<file path="src/design/bpq_pkg.sv">
package bpq_pkg;

    localparam int CAPACITY = 256;
    localparam int LEVELS   = 16;
    localparam int VAL_W    = 32;
    localparam int SLOT_W   = $clog2(CAPACITY);
    localparam int LVL_W    = $clog2(LEVELS);
    localparam int CNT_W    = $clog2(CAPACITY + 1);
    localparam int OP_W     = 2;
    localparam int ST_W     = 2;
    localparam int CFG_AW   = 3;
    localparam int CFG_DW   = 32;

    // operation codes; the unused code behaves as a peek
    localparam logic [OP_W-1:0] OP_ENQ  = 2'd0;
    localparam logic [OP_W-1:0] OP_DEQ  = 2'd1;
    localparam logic [OP_W-1:0] OP_PEEK = 2'd2;

    localparam logic [ST_W-1:0] ST_OK    = 2'd0;
    localparam logic [ST_W-1:0] ST_FULL  = 2'd1;
    localparam logic [ST_W-1:0] ST_EMPTY = 2'd2;
    localparam logic [ST_W-1:0] ST_PRIO  = 2'd3;

    localparam logic [CFG_AW-3:0] REG_MAX_PRIO = '0;
    localparam logic [LVL_W-1:0]  MAX_PRIO_RST = 4'd15;

    typedef struct packed {
        logic [SLOT_W-1:0] head;
        logic [SLOT_W-1:0] tail;
    } t_lvl_entry;

    // lowest set bit of the non-empty map
    function automatic logic [LVL_W-1:0] f_lowest(input logic [LEVELS-1:0] map);
        logic [LVL_W-1:0] res;
        res = '0;
        for (int i = LEVELS - 1; i >= 0; i--) begin
            if (map[i]) begin
                res = LVL_W'(i);
            end
        end
        return res;
    endfunction

endpackage

</file>
<file path="src/design/bpq_cfg.sv">
module bpq_cfg (
    input  logic                        i_clk,
    input  logic                        i_rst_n,
    input  logic                        psel,
    input  logic                        penable,
    input  logic                        pwrite,
    input  logic [bpq_pkg::CFG_AW-1:0]  paddr,
    input  logic [bpq_pkg::CFG_DW-1:0]  pwdata,
    output logic [bpq_pkg::CFG_DW-1:0]  prdata,
    output logic                        pready,
    output logic [bpq_pkg::LVL_W-1:0]   o_max_prio
);
    import bpq_pkg::*;

    logic [LVL_W-1:0] r_max_prio;
    logic             w_sel_max;

    assign w_sel_max = (paddr[CFG_AW-1:2] == REG_MAX_PRIO);
    assign pready    = 1'b1;

    always_ff @(posedge i_clk) begin
        if (!i_rst_n) begin
            r_max_prio <= MAX_PRIO_RST;
        end else if (psel && penable && pwrite && pready && w_sel_max) begin
            r_max_prio <= pwdata[LVL_W-1:0];
        end
    end

    always_comb begin
        prdata = '0;
        if (w_sel_max) begin
            prdata = CFG_DW'(r_max_prio);
        end
    end

    assign o_max_prio = r_max_prio;

endmodule

</file>
<file path="config.mk">
export PLATFORM = sky130hd
export DESIGN_NAME = bpq_cfg
export DESIGN_NICKNAME = d
export VERILOG_FILES = /design/src/design/bpq_pkg.sv /design/src/design/bpq_cfg.sv
export SDC_FILE = /design/constraint.sdc
export NUM_CORES = 1
export LEC_CHECK = 0
export CAP_MARGIN = 20
export CORE_AREA = 10 10 47 49
export CTS_CLUSTER_DIAMETER = 80
export CTS_CLUSTER_SIZE = 16
export DETAILED_ROUTE_END_ITERATION = 6
export DIE_AREA = 0 0 57 59
export DONT_BUFFER_PORTS = 1
export PLACE_DENSITY = 0.44
export SYNTH_ARGS = -nofsm -noshare
export SYNTH_HDL_FRONTEND = slang
export SYNTH_SLANG_ARGS = --single-unit
</file>
<file path="constraint.sdc">
create_clock -name i_clk -period 2.2 [get_ports i_clk]
set_input_delay 0.33 -clock i_clk [delete_from_list [all_inputs] [get_ports i_clk]]
set_output_delay 0.33 -clock i_clk [all_outputs]
set_load 0.05 [all_outputs]
</file>
==> results.toml, run 1 <==
[clock_tree]
cts_resized = 0
path_clk_slew_ns = 0.04
postCtsHoldBufs = 0
cts_buffers = 3
cts-root-buf = "clkbuf_4"
clkLatencyLatePin_ns = 0.23
cts_max_level = 1
tritoncts = "built"
post-cts-setup-buffers = 0
clk_path_buf_depth = 2
clock-sinks = 4

[routing]
drt-initial-drc-count = 0
drt_first_pass_iters = 1
vias = 248
vias_per_cell = 3.397
wirelength_um = 919
wire_per_inst_um = 12.59
postRouteAntennaNets = 0
detail_route.drc_violations = 0

[final_layout]
drive_gt1_share_pct = 19.30
nFillCells = 165
seq_area_um2 = 80.08
synthToLayoutAreaGrowth_pct = -10.96
diodes = 0
multi_input_area_um2 = 244.0
largest_register_ffs = 4
fin_util_pct = 28.30
final_nets = 99

[critical_path]
critPathMaxFanout = 3
cp.arrival_ns = 1.07
cp_cell_sequence = "buf_4 -> and2b_2"
r2r-end = "o_max_prio[0]"
path_class = "flop to output pin"
critical_path.endpoint = "prdata[3]"
cp-start-kind = "flop"
cp-startpoint = "o_max_prio[3]"
max_stage_delay_ns = 0.34
critical_path.endpoint_type = "output pin"
critPathSlowestCell = "and2b_2"
r2r-start = "o_max_prio[0]"
worst-r2r-setup-slack_ns = 1.42
reg2reg_depth = 3
crit_required_ns = 1.87

[global_route]
grt_max_degree = 9
antenna_found_initial = 0
grt_pass1_wl_um = 1449
first_global_vias = 268
grt-ovfl-total = 0
grtUsageTotal_pct = 5.478

[min_path]
holdCritPathClass = "input port to flop"

[yosys]
ys_ff_latch = 4
seq_area_frac_synth_pct = 17.98
synthTopCellsByArea = "buf_4, dfxtp_1, nor2b_1"
yosysTopAreaCell = "buf_4"
syn_area_um2 = 445.4
synth_area_per_cell_um2 = 8.404
ys_types = 8
netlist_instances = 53
synth_warnings = 0
yosys.area.top_type_share_pct = 48.88

[pwr]
power_w = 0.0003128
power.leakage_nw = 0.1991
peakVddDrop_mv = 0.3304
power_density_nw_per_um2 = 788.5

[floorplanning]
fp-row-count = 14
core_um2 = 1401
die-width_um = 57
ioPinCount = 77
initial_core_util_pct = 31.79
die_area_um2 = 3363
die_h_um = 59

[placement]
dp_hpwl_um = 841.5
place_ws_ns = 1.042
gp_congestion = 0.6086
portBuffers = 0

[timing]
period_minus_slack_ns = 1.399
final-setup-viol-count = 0
fmax_ghz = 0.7148
setup_slack_ns = 0.8010
finalCritPeriodShare_pct = 63.59
rsz0062_at_grt = "no"
tns_ns = 0
hold_viol = 0
finalMaxSlewViolations = 0
finClkSkew_ns = 0

[run]
drv_cap = 0

[outcome]
status = "complete, no violations"
worst max-delay path: cells and delay by family, from the launching register on:
kind	cells	cell delay [ns]
buffers and inverters	1	0.20
DFF	1	0.30
and+or+nand+nor	1	0.34
kinds of logic (layout without fill, tap and decap cells):
group | Yosys count | count (layout) | synth area share [%]
buffers and inverters | 30 | 7 | 50.00
DFF | 4 | 4 | 17.98
muxes | 4 | 4 | 8.989
other | 2 | 29 | 1.686
and+or+nand+nor | 13 | 13 | 21.35
layout make-up:
| class | count | share of cell area (%) |
|---|---|---|
| clock buffer | 3 | 5.678 |
| multi-input combinational | 46 | 61.51 |
| sequential | 4 | 20.19 |
| tap | 16 | 5.047 |
| timing repair buffer | 4 | 7.571 |
where the power goes:
| part | switching (W) | internal, W | leakage, nW |
|---|---|---|---|
| logic | 0.000137 | 0.0000110 | 0.153 |
| clock network | 0.0000289 | 0.0000610 | 0.0138 |
| registers | 0.000000355 | 0.0000745 | 0.0325 |
layout by cell type, fill, tap and decap left out:
master    netlist  final
and4b_1         1      1
conb_1          2     29
clkbuf_4        0      3
mux2i_1         4      4
nor2b_1         8      8
dfxtp_1         4      4
buf_4          29      4
and2b_2         4      4
worst min-delay path by stage:
stage	startpoint	end	cells after the start
floorplan	pwdata[0]	o_max_prio[0]	2
finish	pwdata[2]	o_max_prio[2]	2
CTS	pwdata[2]	o_max_prio[2]	2
detailed placement	pwdata[1]	o_max_prio[1]	2
global route	pwdata[2]	o_max_prio[2]	2
global placement	pwdata[1]	o_max_prio[1]	2
stage by stage:
stage / instance area [um^2] / hold slack (ns) / std cells
final: 396.6 / 0.2676 / 73
after global routing: 396.6 / 0.2645 / 73
after CTS: 396.6 / 0.2675 / 73
after detailed placement: 374.1 / 0.5088 / 70
after global placement: 374.1 / 0.5032 / 70
after floorplan: 546.8 / 0.4965 / 80
metal layers:
layer	track usage (%)	wire length [um]
met1	4.589	252
met2	7.287	399
met3	8.155	268
met4	1.007	0
met5	0	0
cells in the mapped netlist:
cell,instances
conb_1,2
and4b_1,1
dfxtp_1,4
mux2i_1,4
and2b_2,4
clkbuf_2,1
nor2b_1,8
buf_4,29
(Power assumes the default switching activity.)
==> run 2: changes to the inputs <==
--- a/config.mk
+++ b/config.mk
@@ -12,7 +12,7 @@
 export DETAILED_ROUTE_END_ITERATION = 6
 export DIE_AREA = 0 0 57 59
 export DONT_BUFFER_PORTS = 1
-export PLACE_DENSITY = 0.44
+export PLACE_DENSITY = 0.46
 export SYNTH_ARGS = -nofsm -noshare
 export SYNTH_HDL_FRONTEND = slang
 export SYNTH_SLANG_ARGS = --single-unit
==> constraint.sdc (replaced) <==
create_clock -name i_clk -period 1.15 [get_ports i_clk]
set_input_delay 0.1725 -clock i_clk [delete_from_list [all_inputs] [get_ports i_clk]]
set_output_delay 0.1725 -clock i_clk [all_outputs]
set_load 0.05 [all_outputs]
==> run 2 against run 1 <==
- critical path depth shrank 1
- combinational power grew 90%
- sequential share of layout area grew 0.99 points
- global-route usage shrank 0.22 points
- count of clock-buffer cells in the layout is the same
- setup slack lost 0.69 ns
- critical path type unchanged
==> results.toml, run 2 (same netlist as run 1, synthesis figures left out) <==
[global_route]
grt_pass1_wl_um = 1366
first_global_vias = 249
grt-ovfl-total = 0
grtUsageTotal_pct = 5.256
grt_max_degree = 9
antenna_found_initial = 0

[pwr]
power.leakage_nw = 0.1972
power_density_nw_per_um2 = 1479
intPower_w = 0.0002807
p_sw_share_pct = 52.75
peakVddDrop_mv = 0.6180
power_w = 0.0005940
comb_power_share_pct = 47.4
clockPowerShare_pct = 28.2
power_frac_seq_pct = 24.4
p_switching_w = 0.0003134

[clock_tree]
clk_path_buf_depth = 2
post-cts-setup-buffers = 0
cts-root-buf = "clkbuf_4"
path_clk_slew_ns = 0.03
clock-sinks = 4
cts_max_level = 1
tritoncts = "built"
cts_resized = 0
postCtsHoldBufs = 0
cts_buffers = 3
clkLatencyLatePin_ns = 0.23

[critical_path]
cp_cell_sequence = "and2b_2"
critPathMaxFanout = 3
critPathBufInv = 0
crit_required_ns = 0.98
path_class = "flop to output pin"
max_stage_delay_ns = 0.33
critPathSlowestCell = "dfxtp_2"
cp.arrival_ns = 0.86
critical_path.endpoint_type = "output pin"
cp_top_family = "flip-flops"
cp-start-kind = "flop"

[placement]
gp_congestion = 0.5504
place_inst = 70
dp_hpwl_um = 877.8
portBuffers = 0

[final_layout]
drive_gt1_share_pct = 26.32
final_cells = 73
final_cell_mix = "conb_1, nor2b_1"
diodes = 0
seq_area_um2 = 85.08
largest_register_ffs = 4
multi_input_area_um2 = 244.0
final_nets = 99
synthToLayoutAreaGrowth_pct = -9.831
nFillCells = 170
final_common_cell = "conb_1"

[timing]
finalMaxSlewViolations = 0
finClkSkew_ns = 0
hold_viol = 0
rsz0062_at_grt = "no"
finalCritPeriodShare_pct = 90.19
fmax_ghz = 0.9641
final-setup-viol-count = 0
period_minus_slack_ns = 1.037
tns_ns = 0

[min_path]
holdCritPathClass = "input port to flop"

[outcome]
status = "complete, no violations"

[floorplanning]
core_um2 = 1401
die-width_um = 57
fp-row-count = 14
ioPinCount = 77
die_area_um2 = 3363
initial_core_util_pct = 31.79
die_h_um = 59

[routing]
vias_per_cell = 3.356
drt_first_pass_iters = 2
detail_route.drc_violations = 0
drt-initial-drc-count = 4
postRouteAntennaNets = 0
wirelength_um = 934
vias = 245
wire_per_inst_um = 12.79

[run]
drv_cap = 0
[run 2: cell types whose count changed in the layout (fill, tap and decap cells not counted)]
cell / before / now
dfxtp_1: 4 / 0
dfxtp_2: 0 / 4
[run 2: metrics by stage]
step                hold slack (ns)  util, %  instance area (um^2)  worst slack (ns)
floorplan                    0.3388        -                 551.8            0.1512
global placement             0.3455    27.05                 379.1            0.3062
detailed placement           0.3521    27.05                 379.1            0.2956
CTS                          0.1098    28.66                 401.6           0.09381
global route                 0.1033    28.66                 401.6           0.06838
finish                       0.1134    28.66                 401.6            0.1128
[run 2: layout make-up]
| class | count | area share, % |
|---|---|---|
| clock buffers | 3 | 5.607 |
| multi-input cells | 46 | 60.75 |
| flip-flops and latches | 4 | 21.18 |
| well taps | 16 | 4.984 |
| repair buffers | 4 | 7.477 |
[run 2: power groups by stage]
stage | clock network, W | logic, W | registers, W
after CTS | 0.000179 | 0.000277 | 0.000145
final | 0.000168 | 0.000281 | 0.000145
after floorplan | 0 | 0.000337 | 0.000158
after detailed placement | 0 | 0.000277 | 0.000147
after global placement | 0 | 0.000277 | 0.000147
after global routing | 0.000198 | 0.000292 | 0.000145
[run 2: layer usage]
layer	up-vias	global-route usage (%)	wire [um]
met4	0	3.020	0
met3	0	6.867	211
li1	113	-	-
met1	105	4.337	272
met2	27	6.822	450
met5	-	0	0
[run 2: path summary, 6_finish.rpt]
| path | start | endpoint | slack [ns] | depth (start not counted) |
|---|---|---|---|---|
| setup / recovery | o_max_prio[0] | prdata[0] | 0.11 | 1 |
| hold / removal | pwdata[2] | o_max_prio[2] | 0.11 | 2 |
| setup reg to reg | o_max_prio[1] | o_max_prio[1] | 0.36 | 3 |
| hold reg to reg | o_max_prio[2] | o_max_prio[2] | 0.51 | 2 |
